$ cat config.mk
export PLATFORM = sky130hd
export DESIGN_NAME = esys_div_cell
export DESIGN_NICKNAME = d
export VERILOG_FILES = /design/src/rtl/esys_pkg.sv /design/src/rtl/esys_div_cell.sv
export SDC_FILE = /design/constraint.sdc
export NUM_CORES = 1
export LEC_CHECK = 0
export ABC_CLOCK_PERIOD_IN_PS = 1600
export BUFFER_PORTS_ARGS = -buffer_cell sky130_fd_sc_hd__buf_2
export CAP_MARGIN = 10
export CORE_AREA = 2 2 39 41
export CTS_CLUSTER_DIAMETER = 40
export CTS_CLUSTER_SIZE = 40
export DETAILED_ROUTE_END_ITERATION = 7
export DIE_AREA = 0 0 41 43
export PLACE_DENSITY_LB_ADDON = 0.15
export SYNTH_ARGS = -nofsm -noshare
export SYNTH_HDL_FRONTEND = slang
export SYNTH_SLANG_ARGS = --single-unit
$ cat constraint.sdc
create_clock -name clk_i -period 1.6 [get_ports clk_i]
set_input_delay 0.32 -clock clk_i [delete_from_list [all_inputs] [get_ports clk_i]]
set_output_delay 0.32 -clock clk_i [all_outputs]
set_load 0.01 [all_outputs]
$ cat src/rtl/esys_pkg.sv
// ----------------------------------------------------------------------------
// esys_pkg
// Shared constants and types for the 2x2 eigen-system pipeline.
// ----------------------------------------------------------------------------
package esys_pkg;

  // Default widths: Q7.8 matrix elements, Q1.14 unit vectors
  localparam int IN_WIDTH_DEF = 16;
  localparam int VEC_FRAC_DEF = 14;

  // Per-stage control handed to every cell of a chain
  typedef struct packed {
    logic en;   // whole pipeline advances this cycle
    logic vld;  // the incoming slot holds a transaction
  } stage_ctl_t;

endpackage

$ cat src/rtl/esys_div_cell.sv
// ----------------------------------------------------------------------------
// esys_div_cell
// One step of a restoring divider: compare, subtract, one quotient bit.
// ----------------------------------------------------------------------------
module esys_div_cell #(
  parameter int LANES = 1,
  parameter int DW    = 4,
  parameter int QW    = 2,
  parameter int PW    = 1
) (
  input  logic                    clk_i,
  input  logic                    rst_ni,
  input  esys_pkg::stage_ctl_t    ctl_i,
  input  logic [DW:0]             rem_i [LANES],
  input  logic [DW-1:0]           den_i [LANES],
  input  logic [QW-1:0]           quo_i [LANES],
  input  logic [PW-1:0]           side_i,
  output logic                    vld_o,
  output logic [DW:0]             rem_o [LANES],
  output logic [DW-1:0]           den_o [LANES],
  output logic [QW-1:0]           quo_o [LANES],
  output logic [PW-1:0]           side_o
);

  logic          vld_q;
  logic [PW-1:0] side_q;

  for (genvar l = 0; l < LANES; l++) begin : g_lane
    logic [DW:0]   diff, rem_d, rem_q;
    logic [DW-1:0] den_q;
    logic [QW-1:0] quo_d, quo_q;
    logic          ge;

    always_comb begin
      ge    = (rem_i[l] >= {1'b0, den_i[l]});
      diff  = ge ? (rem_i[l] - {1'b0, den_i[l]}) : rem_i[l];
      // remainder stays below the divisor, so the shift never overflows
      rem_d = {diff[DW-1:0], 1'b0};
      quo_d = {quo_i[l][QW-2:0], ge};
    end

    always_ff @(posedge clk_i) begin
      if (ctl_i.en) begin
        rem_q <= rem_d;
        den_q <= den_i[l];
        quo_q <= quo_d;
      end
    end

    assign rem_o[l] = rem_q;
    assign den_o[l] = den_q;
    assign quo_o[l] = quo_q;
  end

  always_ff @(posedge clk_i or negedge rst_ni) begin
    if (!rst_ni) begin
      vld_q <= 1'b0;
    end else if (ctl_i.en) begin
      vld_q <= ctl_i.vld;
    end
  end

  always_ff @(posedge clk_i) begin
    if (ctl_i.en) begin
      side_q <= side_i;
    end
  end

  assign vld_o  = vld_q;
  assign side_o = side_q;

endmodule

==> out/results.ini <==
[worst_setup_path]
r2r_end = vld_o$_DFFE_PN0P_
start_kind = input pin
crit_family = adder cells
crit_chain = buf_2 > inv_1 > ha_1 > fa_1 > xnor2_1 > mux2_4
reg2reg_slack_ns = 0.86
crit_arrival_ns = 1.44
end_kind = flip-flop
worst_ep_required_time_ns = 1.62
crit_type = input pin to flip-flop
reg2reg_from = vld_o$_DFFE_PN0P_
worstPathBufferInverterCount = 2
crit_path_max_incr_delay_ns = 0.39
ff2ff_path_depth = 1
cp_max_fo = 2
cp_slowest_cell = fa_1

[yosys]
synth_cell_type_count = 21
synth_area_sq_um = 586
syn-num-nets = 64
ys_ff_latch = 12
synth-seq-area-share = 0.607
syn_inst = 43
yosys_warnings = 0
avgSynthCellArea_sq_um = 13.6

[global_route]
grt_pass1_vias = 403
antenna_found_initial = 0
grt_pass1_wl_um = 1710
grt_busiest_layer = met2
groute.usage.overall = 0.153
grt_overflow = 0
grt_use_met3 = 0.0471
grt_max_degree = 13
grt_use_met1 = 0.181
grtUsageMet2 = 0.209

[min_path]
hold-path-cell-count = 1
min_to = side_o$_DFFE_PP_
hp-start = side_i
hold_class = input pin to flip-flop

[timing]
hold_viol_final = 0
fin_crit_sh = 0.883
timing.final.ws_setup_ns = 0.188
setup_viol = 0
drv_slew = 0
clock_skew_ns = 0
rsz0062_at_grt = no
holdWs_ns = 0.219
fmax_mhz = 708
fin_crit_ns = 1.41

[clocking]
cts.sinks = 12
clock_latency_ns = 0.27
root_buffer = clkbuf_4
ctsResizeCount = 0
cts_tree = built
cts_made_buffers = 3
cts_max_level = 1
clock_path_buffers = 2
clk_pin_slew_ns = 0.07

[routing]
drt_iter0_drc = 7
wl_per_cell_um = 10.6
vias = 413
vias_per_cell = 4.39
drtPass1Iterations = 4
routed_wl_um = 1000
postRouteAntennaNets = 0
drc = 0

[final_layout]
multi_input_area_sq_um = 200
syn_to_final_growth_pct = 38.7
diodes = 0
n_fill_cell = 125
num-nets-final = 100
register_area_sq_um = 355
drive_gt1_frac = 0.513
final_cells = 94

[die]
die_area_sq_mm = 0.00176
die_h_um = 43
start_util = 0.423
fp.dieW_um = 41
core_area_sq_mm = 0.00138
fp-row-count = 14
io_pins = 29

[job]
maxCapViolations = 0

[pwr]
leakagePower_nw = 0.388
power_w = 0.000790
power_density_mw_per_mm2 = 973
ir_drop_uv = 378

[place]
place_congestion = 0.663
pre_cts_slack_ns = -0.109
dp_hpwl_um = 815
port_buffers = 26
dp.cells = 89

[status]
outcome = complete, no violations

==> synthesized netlist by cell type (all sizes together) <==
cell,instances,area (sq um)
dfrtp,1,25.0
buf,1,7.51
nor2,5,26.3
nand2,1,3.75
nor3,2,10.0
mux2i,2,20.0
fa,1,20.0
nand2b,1,6.26
xnor2,1,8.76
ha,4,50.1
conb,1,3.75
mux2,2,26.3
edfxtp,11,330
a21oi,2,13.8
o21ai,1,5.00
inv,6,22.5
nand4,1,6.26
==> registers in the layout, indices dropped and copies added (netlist names) <==
signal  count
vld_o       1
side_o      1
rem_o       4
quo_o       2
den_o       4
==> cells by family (layout without fill, tap and decap cells) <==
kind of cell,Yosys count,count (layout),synth area share
AND/OR/NAND/NOR,10,10,0.0897
other,1,1,0.00640
flip-flops,12,12,0.607
buffers and inverters,7,42,0.0513
adder cells (fa/ha/maj),5,5,0.120
multiplexers,4,4,0.0791
AO/OA/AOI/OAI,3,3,0.0320
XOR/XNOR,1,1,0.0150
==> per-layer routing <==
metal / wire (um) / part of all wire
met5: 0 / 0
met4: 39 / 0.039
met3: 60 / 0.060
met2: 501 / 0.50
met1: 400 / 0.40
==> worst max-delay path by stage <==
| stage | startpoint | to | slack [ns] | cells after the start |
|---|---|---|---|---|
| after global routing | den_i[3] | rem_o[3]$_DFFE_PP_ | 0.15 | 7 |
| after CTS | rem_i[0] | rem_o[3]$_DFFE_PP_ | 0.18 | 6 |
| after floorplan | den_i[2] | rem_o[3]$_DFFE_PP_ | 0.02 | 6 |
| final | rem_i[0] | rem_o[3]$_DFFE_PP_ | 0.19 | 6 |
| after global placement | rem_i[0] | rem_o[3]$_DFFE_PP_ | -0.08 | 6 |
| after detailed placement | rem_i[0] | rem_o[3]$_DFFE_PP_ | -0.11 | 6 |
==> final cells by class <==
class | instances | share of cell area
Clock buffer | 4 | 0.0447
Tap cell | 16 | 0.0247
Inverter | 6 | 0.0277
Multi-Input combinational cell | 24 | 0.247
Sequential cell | 12 | 0.438
Timing Repair Buffer | 32 | 0.219
==> placed cells by master, fill, tap and decap left out <==
cell type and count:
ha_1 4, dfrtp_1 1, dlygate4sd3_1 1, nor3_1 2, mux2i_1 2, o21ai_1 1
conb_1 1, nor2_1 4, inv_1 5, xnor2_1 1, a21oi_1 1, nor2_4 1
nand4_1 1, buf_2 26, buf_4 5, a21oi_2 1, mux2_4 1, clkbuf_8 1
clkbuf_4 3, edfxtp_1 11, fa_1 1, inv_2 1, nand2_1 1, mux2_2 1
nand2b_1 1
==> per-stage QoR <==
stage | utilization | instance area, sq um | TNS, ns
after floorplan | - | 586 | 0
after global placement | 0.553 | 766 | -0.107
after detailed placement | 0.553 | 766 | -0.149
after CTS | 0.587 | 812 | 0
after global routing | 0.587 | 812 | 0
final | 0.587 | 812 | 0
==> power breakdown <==
part | internal, W | switching [W] | total [W]
registers | 0.000381 | 0.00000701 | 0.000388
clock network | 0.000138 | 0.0000983 | 0.000237
logic | 0.0000834 | 0.0000826 | 0.000166
==> what timing repair did <==
| action | 4_1_cts | 5_1_grt |
|---|---|---|
| buffers inserted | 0 | 0 |
| hold endpoints to repair | 1 | 0 |
| hold buffers | 1 | 0 |
No activity file was read; power rests on OpenSTA's default activity.
