**src/rtl/esys_pkg.sv**
```systemverilog
// ----------------------------------------------------------------------------
// esys_pkg
// Shared constants and types for the 2x2 eigen-system pipeline.
// ----------------------------------------------------------------------------
package esys_pkg;

  // Default widths: Q7.8 matrix elements, Q1.14 unit vectors
  localparam int IN_WIDTH_DEF = 16;
  localparam int VEC_FRAC_DEF = 14;

  // Per-stage control handed to every cell of a chain
  typedef struct packed {
    logic en;   // whole pipeline advances this cycle
    logic vld;  // the incoming slot holds a transaction
  } stage_ctl_t;

endpackage

```
**src/rtl/esys_sqrt_cell.sv**
```systemverilog
// ----------------------------------------------------------------------------
// esys_sqrt_cell
// One step of a restoring square root: two radicand bits in, one root bit out.
// ----------------------------------------------------------------------------
module esys_sqrt_cell #(
  parameter int LANES = 1,
  parameter int NB    = 4,
  parameter int RTW   = 2,
  parameter int PW    = 1
) (
  input  logic                    clk_i,
  input  logic                    rst_ni,
  input  esys_pkg::stage_ctl_t    ctl_i,
  input  logic [NB-1:0]           rad_i  [LANES],
  input  logic [RTW+1:0]          rem_i  [LANES],
  input  logic [RTW-1:0]          root_i [LANES],
  input  logic [PW-1:0]           side_i,
  output logic                    vld_o,
  output logic [NB-1:0]           rad_o  [LANES],
  output logic [RTW+1:0]          rem_o  [LANES],
  output logic [RTW-1:0]          root_o [LANES],
  output logic [PW-1:0]           side_o
);

  logic          vld_q;
  logic [PW-1:0] side_q;

  for (genvar l = 0; l < LANES; l++) begin : g_lane
    logic [RTW+1:0] rem4, trial, rem_d, rem_q;
    logic [RTW-1:0] root_d, root_q;
    logic [NB-1:0]  rad_d, rad_q;
    logic           ge;

    always_comb begin
      rem4   = {rem_i[l][RTW-1:0], rad_i[l][NB-1:NB-2]};
      trial  = {root_i[l], 2'b01};
      ge     = (rem4 >= trial);
      rem_d  = ge ? (rem4 - trial) : rem4;
      root_d = {root_i[l][RTW-2:0], ge};
      rad_d  = {rad_i[l][NB-3:0], 2'b00};
    end

    always_ff @(posedge clk_i) begin
      if (ctl_i.en) begin
        rem_q  <= rem_d;
        root_q <= root_d;
        rad_q  <= rad_d;
      end
    end

    assign rem_o[l]  = rem_q;
    assign root_o[l] = root_q;
    assign rad_o[l]  = rad_q;
  end

  always_ff @(posedge clk_i or negedge rst_ni) begin
    if (!rst_ni) begin
      vld_q <= 1'b0;
    end else if (ctl_i.en) begin
      vld_q <= ctl_i.vld;
    end
  end

  always_ff @(posedge clk_i) begin
    if (ctl_i.en) begin
      side_q <= side_i;
    end
  end

  assign vld_o  = vld_q;
  assign side_o = side_q;

endmodule

```
**config.mk**
```make
export PLATFORM = sky130hd
export DESIGN_NAME = esys_sqrt_cell
export DESIGN_NICKNAME = d
export VERILOG_FILES = /design/src/rtl/esys_pkg.sv /design/src/rtl/esys_sqrt_cell.sv
export SDC_FILE = /design/constraint.sdc
export NUM_CORES = 1
export LEC_CHECK = 0
export BUFFER_PORTS_ARGS = -buffer_cell sky130_fd_sc_hd__buf_2
export CAP_MARGIN = 40
export CORE_AREA = 10 10 47 49
export CTS_BUF_LIST = sky130_fd_sc_hd__clkbuf_4 sky130_fd_sc_hd__clkbuf_8
export DETAILED_ROUTE_END_ITERATION = 10
export DIE_AREA = 0 0 57 59
export HOLD_SLACK_MARGIN = 0.08
export PLACE_DENSITY = 0.78
export SYNTH_ARGS = -nofsm -noshare
export SYNTH_HDL_FRONTEND = slang
export SYNTH_SLANG_ARGS = --single-unit
```
**constraint.sdc**
```tcl
create_clock -name clk_i -period 0.8 [get_ports clk_i]
set_clock_uncertainty 0.1 [all_clocks]
set_input_delay 0.16 -clock clk_i [delete_from_list [all_inputs] [get_ports clk_i]]
set_output_delay 0.16 -clock clk_i [all_outputs]
set_load 0.02 [all_outputs]
```
==> results.md, run 1 <==
- Outcome: complete, but fails checks
- Failing checks: negative hold slack, negative setup slack
- Global-route wire length before repair: 1990 um
- I/O Buffers: 22
- Initial drt markers: 7
- Largest net degree at the start of global routing: 10
- Delay of the slowest critical-path stage: 0.28 ns
- Final wirelength: ~1200 um
- Worst-Skew Late Latency: 0.25 ns
- Die height: around 59 um
- Hold Slack: -0.0169 ns
- Cell Pwr Density: about 1700 mW/mm^2
- Min Tclk post-route: 1.25 ns
- HP Class: input pin to flop
- EDFF count, synth: 9
- Clock Power Share: 0.241
- Synth area leaders: edfxtp_1 (52%), ha_1 (9.7%), dfrtp_1 (4.9%)
- DP HPWL: 957 um
- Core ar.: 0.00140 sq mm
- Placed cell area: 778 sq um
- Finished Cell Area: 947 sq um
- Number of distinct library cells after synthesis: 19
- Setup WS post-layout: -0.445 ns
- Crit-path slowest cell: mux2_4
- Antenna-violating nets left: 0
- Async set or reset register ratio after synthesis: 0.100
- Placement Rows: 14
- Layout fillers: 105
- Full die area: 0.00336 sq mm
- Layout area overhead: 83.7%
- Grt ovf: 0
- Final hold vios: 4
- CP Capture Type: flop
- Fmax: ~800 MHz
- CP required: 0.72 ns
- DRC viols: 0
- WP data arrival: 1.16 ns
- VDD IR-drop max: 0.00122 V
- Syn Area/Cell: 14.3 sq um
- Total CTS buffers: 3
- CP Launch Type: input pin
- Initial antenna violation count: 0
- Drt via density: 4.49
- All-Layer GR Usage: 0.0746
- Cts hold-fix bufs: 1
- Crit path max fanout: 3
- Finished Layout Cells: 91
- Yosys top cell by area: edfxtp_1
- Most frequent cells after synthesis: edfxtp_1 (9), ha_1 (4), inv_1 (4)
- Number of max-cap violations: 0
- Area of the multi-input gates: ~250 sq um
- Area of the mapped netlist: between 500 and 600 sq um
- Switching part of the total power: 0.263
- TritonCTS clock tree: yes
- Share of cells above drive strength 1: 0.760
- Die width: 57 um
- Fin nets: 95
- Vias in the first global route: 458
- Reg2reg setup slack: -0.07 ns
- Top-Level Pins: 27
- Register share of total power: 0.417
- Final Setup Violations: 16
- Sequential area share after synthesis: 0.573
- Sw Pwr: 0.416 mW
- Top-count cell post-synth: edfxtp_1
- Final period util: 1.56
- H-tree depth: 1
- Finished Core Util: 0.676
- Seq cells post-synth: 10
- Clk sinks: 10
- Initial Utilization: 0.368
- Inst Count DP: 84
- Total number of vias: a little over 400
- Reg clk slew, reported paths: 0.06 ns
- Syn Inst Count: 36
- Path type of the worst setup path: input pin to flop
- Crit-path cells: buf_8 -> inv_12 -> ha_4 -> nand2_2 -> o21a_4 -> inv_4 -> mux2_4
- Area share of the largest cell type after synthesis: 0.524
- Max Buffers Root-to-Sink: 2
- Slew Limit Fails: 0
- Wire per inst: between 10 and 15 um
- Synth Warn #: 0
- Top_reg_cell synth: edfxtp_1
- Static Leak: 0.415 nW
- First-pass detailed-route iteration total: 4
- Combinational Power Share: 0.342
- RSZ-0062 raised after global routing: yes
- RePlAce Congestion: 0.804
- ANT cells: 0
- Root Driver: clkbuf_4
- Int Pwr: 1.16 mW
- Dpl ws: -0.815 ns
- Register Area: 297 sq um
## what timing repair did
| action | CTS | global route |
|---|---|---|
| endpoints found under the hold margin | 6 | 5 |
| resized for setup | 25 | 5 |
| setup endpoints to repair | 16 | 16 |
| setup buffers | 2 | 0 |
| pin swaps | 7 | 1 |
## sequential cells by signal, indices dropped and copies added (netlist names)
signal and cells:
root_o 2, vld_o 1, side_o 1, rem_o 4
rad_o 2
## final timing paths
kind | start | endpoint | cells past startpoint
min in group asynchronous | rst_ni | vld_o | 2
max in group asynchronous | rst_ni | vld_o | 2
max | root_i[1] | rem_o[2] | 7
max reg2reg | vld_o | vld_o | 1
min | rad_i[0] | rad_o[2] | 1
min reg2reg | vld_o | vld_o | 1
## metrics by stage
stage                     TNS, ns  power [mW]
after global placement      -3.64        1.08
final                       -4.22        1.58
after global routing        -4.65        1.65
after floorplan             -2.21       0.914
after detailed placement    -3.72        1.10
after CTS                   -4.26        1.57
## worst max-delay path, delay by kind of cell
kind | cells | cell delay [ns]
buffers and inverters | 3 | 0.17
AND/OR/NAND/NOR | 1 | 0.06
AO/OA/AOI/OAI | 1 | 0.21
multiplexers | 1 | 0.28
adder cells (fa/ha/maj) | 1 | 0.27
## placed cells by master, fill, tap and decap left out, types with 2 or more instances in the layout
master,synthesis,final
o21a_1,2,2
inv_4,1,2
conb_1,1,2
buf_6,0,11
buf_2,0,11
buf_4,2,11
edfxtp_1,9,9
clkbuf_4,0,4
ha_4,0,4
## final cells by class
cell class	count	area share
clock buffer	4	0.0317
inverter	5	0.0436
multi-input combinational	20	0.267
sequential	10	0.313
tap	16	0.0211
timing repair buffer	36	0.324
## routing by layer
layer / share of wire / vias up / track usage
met5: 0 / - / 0
met4: 0.026 / 0 / 0.0503
met3: 0.082 / 4 / 0.0300
met2: 0.56 / 15 / 0.138
met1: 0.33 / 188 / 0.0644
li1: - / 202 / -
## cells by family (layout without fill, tap and decap cells)
kind of cell,Yosys count,in the layout,share of synthesized area
buffers and inverters,7,45,0.0704
adder cells (fa/ha/maj),4,4,0.0971
AO/OA/AOI/OAI,6,6,0.104
AND/OR/NAND/NOR,3,3,0.0437
XOR/XNOR,2,2,0.0340
multiplexers,3,3,0.0704
other,1,2,0.00727
flip-flops,10,10,0.573
## power groups by stage
stage                     sequential (mW)  combinational [mW]  clock (mW)
after CTS                           0.657               0.523       0.392
after floorplan                     0.741               0.173           0
after global routing                0.664               0.580       0.409
after global placement              0.661               0.419           0
final                               0.659               0.541       0.381
after detailed placement            0.663               0.432           0
Note: power is estimated with default switching activity, not from simulation.
==> run 2, diff against run 1 <==
Settings changed: ABC_AREA set to 1, CORE_AREA 10 10 47 49 to 5 5 42 44, DIE_AREA 0 0 57 59 to 0 0 47 49.
==> results.md, run 2 <==
- Outcome: complete, but fails checks
- Failing checks: negative hold slack, negative setup slack
- VDD IR-drop max: 0.000772 V (-37%)
- All-Layer GR Usage: 0.0947 (+0.0201)
- RSZ-0062 raised after global routing: yes
- Top-count cell post-synth: edfxtp_1
- Drt via density: 4.48 (-0.33%)
- CP required: 0.54 ns (-0.18 ns)
- Finished Layout Cells: 98 (+7.7%)
- Synth Warn #: 0 (unchanged)
- WP data arrival: 0.79 ns (-0.37 ns)
- Final hold vios: 4 (unchanged)
- Placed cell area: 763 sq um (-1.9%)
- Full die area: 0.00230 sq mm (-32%)
- Static Leak: 0.420 nW (+1.0%)
- Total CTS buffers: 3 (unchanged)
- H-tree depth: 1 (unchanged)
- Initial antenna violation count: 0 (unchanged)
- CP Capture Type: output pin
- Fmax: 953 MHz (+19%)
- Layout fillers: 119 (+13%)
- Most frequent cells after synthesis: edfxtp_1 (9), inv_1 (8), nand2_1 (7)
- Largest register FFs: 4 (unchanged)
- Crit path max fanout: 1 (-2)
- Dpl ws: -0.635 ns (+0.180 ns)
- First-pass detailed-route iteration total: 1 (-3)
- Total number of vias: 439 (+7.3%)
- Top-Level Pins: 27 (unchanged)
- Worst-Skew Late Latency: 0.25 ns (about the same)
- Reg clk slew, reported paths: 0.06 ns (about the same)
- EDFF count, synth: 9 (unchanged)
- DP HPWL: 848 um (-11%)
- Root Driver: clkbuf_4
- TritonCTS clock tree: yes
- Yosys top cell by area: edfxtp_1
- Delay of the slowest critical-path stage: 0.36 ns (+0.08 ns)
- Combinational Power Share: 0.326 (-0.016)
- RePlAce Congestion: 0.778 (-3.1%)
- Core ar.: 0.00140 sq mm (unchanged)
- Cts hold-fix bufs: 1 (unchanged)
- Largest net degree at the start of global routing: 8 (-2)
- Final period util: 1.31 (-0.246)
- Hold Slack: -0.0246 ns (-0.00769 ns)
- WP depth: 1 (-6)
- Seq cells post-synth: 10 (unchanged)
- Cell Pwr Density: 1690 mW/mm^2 (+1.4%)
- Int Pwr: 1.12 mW (-3.7%)
- Vias in the first global route: 410 (-10%)
- Slew Limit Fails: 0 (unchanged)
- Clk sinks: 10 (unchanged)
- Area share of the largest cell type after synthesis: 0.523 (-0.00127)
- Initial Utilization: 0.369 (+0.000893)
- Number of buffers and inverters on the critical path: 1 (-2)
- Share of cells above drive strength 1: 0.622 (-0.138)
- Syn Inst Count: 46 (+28%)
- Die width: 47 um (-18%)
- Crit-path slowest cell: edfxtp_1
- Grt ovf: 0 (unchanged)
- Wire per inst: 10.7 um (-19%)
- Crit-path cells: buf_2
- Top delay family on crit path: flip-flops
- Antenna-violating nets left: 0 (unchanged)
- Fin nets: 102 (+7.4%)
- Inst Count DP: 91 (+8.3%)
- Sequential area share after synthesis: 0.571 (-0.00139)
- Global-route wire length before repair: 1560 um (-22%)
- Worst-case reg-to-reg path depth: 1 (unchanged)
- Commonest cells after routing, fill and taps aside: buf_2 (12), buf_4 (10), edfxtp_1 (9), buf_6 (8), inv_1 (6)
- CP Launch Type: flop
- TNS Setup: -3.47 ns (+0.748 ns)
- DRC viols: 0 (unchanged)
- Syn Area/Cell: 11.2 sq um (-22%)
- Async set or reset register ratio after synthesis: 0.100 (unchanged)
- Area of the mapped netlist: 517 sq um (+0.24%)
- Path type of the worst setup path: flop to output pin
- Clock Power Share: 0.245 (+0.004)
- Max Buffers Root-to-Sink: 2 (unchanged)
- Setup WS post-layout: -0.249 ns (+0.197 ns)
- HP Class: input pin to flop
- Top_reg_cell synth: edfxtp_1
- Die height: 49 um (-17%)
- Register share of total power: 0.430 (+0.013)
- Initial drt markers: 0 (-7)
- Final Setup Violations: 16 (unchanged)
- Hold Path Cell Cnt: 1 (unchanged)
- Most common cell after layout, fill and taps aside: buf_2
- Finished Cell Area: 913 sq um (-3.6%)
- Layout area overhead: 76.8%
- Synth area leaders: edfxtp_1 (52%), ha_1 (9.7%), inv_1 (5.8%)
- Min Tclk post-route: 1.05 ns (-0.197 ns)
- Placement Rows: 14 (unchanged)
- Number of distinct library cells after synthesis: 15 (-4)
- Switching part of the total power: 0.275 (+0.0113)
- ANT cells: 0 (unchanged)
- Sw Pwr: 0.425 mW (+2.0%)
- Number of max-cap violations: 0 (unchanged)
- Final wirelength: 1050 um (-13%)
- I/O Buffers: 22 (unchanged)
-- run 2: cell types whose count changed in the layout (fill, tap and decap cells not counted), moves of 2 or more --
cell,previous run,this run
buf_6,11,8
ha_1,0,2
ha_4,4,2
inv_1,0,6
inv_4,2,0
nand2_1,0,5
nand3_2,0,2
nand3_4,0,3
nand4_1,0,2
o21a_1,2,0
o21ai_1,0,2
-- run 2: final timing paths --
kind	start	end	slack, ns
min in group asynchronous	rst_ni	vld_o	0.11
setup / recovery	root_o[1]	root_o[1]	-0.25
setup reg to reg	vld_o	vld_o	-0.07
hold reg to reg	vld_o	vld_o	0.43
hold / removal	rad_i[0]	rad_o[2]	-0.02
max in group asynchronous	rst_ni	vld_o	0.39
-- run 2: layout make-up --
cell class,instances,area [sq um],area share
flip-flops and latches,10,297,0.325
repair buffers,33,265,0.290
multi-input cells,27,259,0.284
inverters,8,42.5,0.0466
clock buffers,4,30.0,0.0329
well taps,16,20.0,0.0219
-- run 2: logic make-up (layout without fill, tap and decap cells) --
kind of cell	count (synthesis)	in the layout	share of synthesized area
adders and majority gates	4	4	0.0969
buffers and inverters	10	45	0.0872
xor gates and xnor gates	1	1	0.0170
and+or+nand+nor	15	15	0.153
other	1	2	0.00726
muxes	1	1	0.0218
DFF	10	10	0.571
AOI/OAI and AO/OA	4	4	0.0460
-- run 2: repair_timing --
item | CTS | global route
hold endpoints to repair | 6 | 5
setup endpoints to repair | 16 | 16
gates resized for setup | 7 | 21
setup buffers | 1 | 1
pin swaps | 6 | 5
-- run 2: power groups by stage --
| stage | logic [mW] | clock network [mW] | registers (mW) |
|---|---|---|---|
| final | 0.503 | 0.379 | 0.664 |
| after global routing | 0.548 | 0.424 | 0.670 |
| after CTS | 0.429 | 0.405 | 0.655 |
| after detailed placement | 0.405 | 0 | 0.664 |
| after global placement | 0.396 | 0 | 0.664 |
| after floorplan | 0.182 | 0 | 0.743 |
-- run 2: through the flow --
step	power [mW]	util	hold slack [ns]
2_1_floorplan	0.925	-	-0.236
3_3_place_gp	1.06	0.545	-0.166
6_report	1.55	0.652	-0.0246
4_1_cts	1.49	0.595	-0.0352
5_1_grt	1.64	0.652	-0.0381
3_5_place_dp	1.07	0.545	-0.164
-- run 2: per-layer routing --
layer  wire [um]  global-route usage
met1         356               0.105
met2         533               0.147
met3         158              0.0369
met4           0              0.0553
met5           0                   0
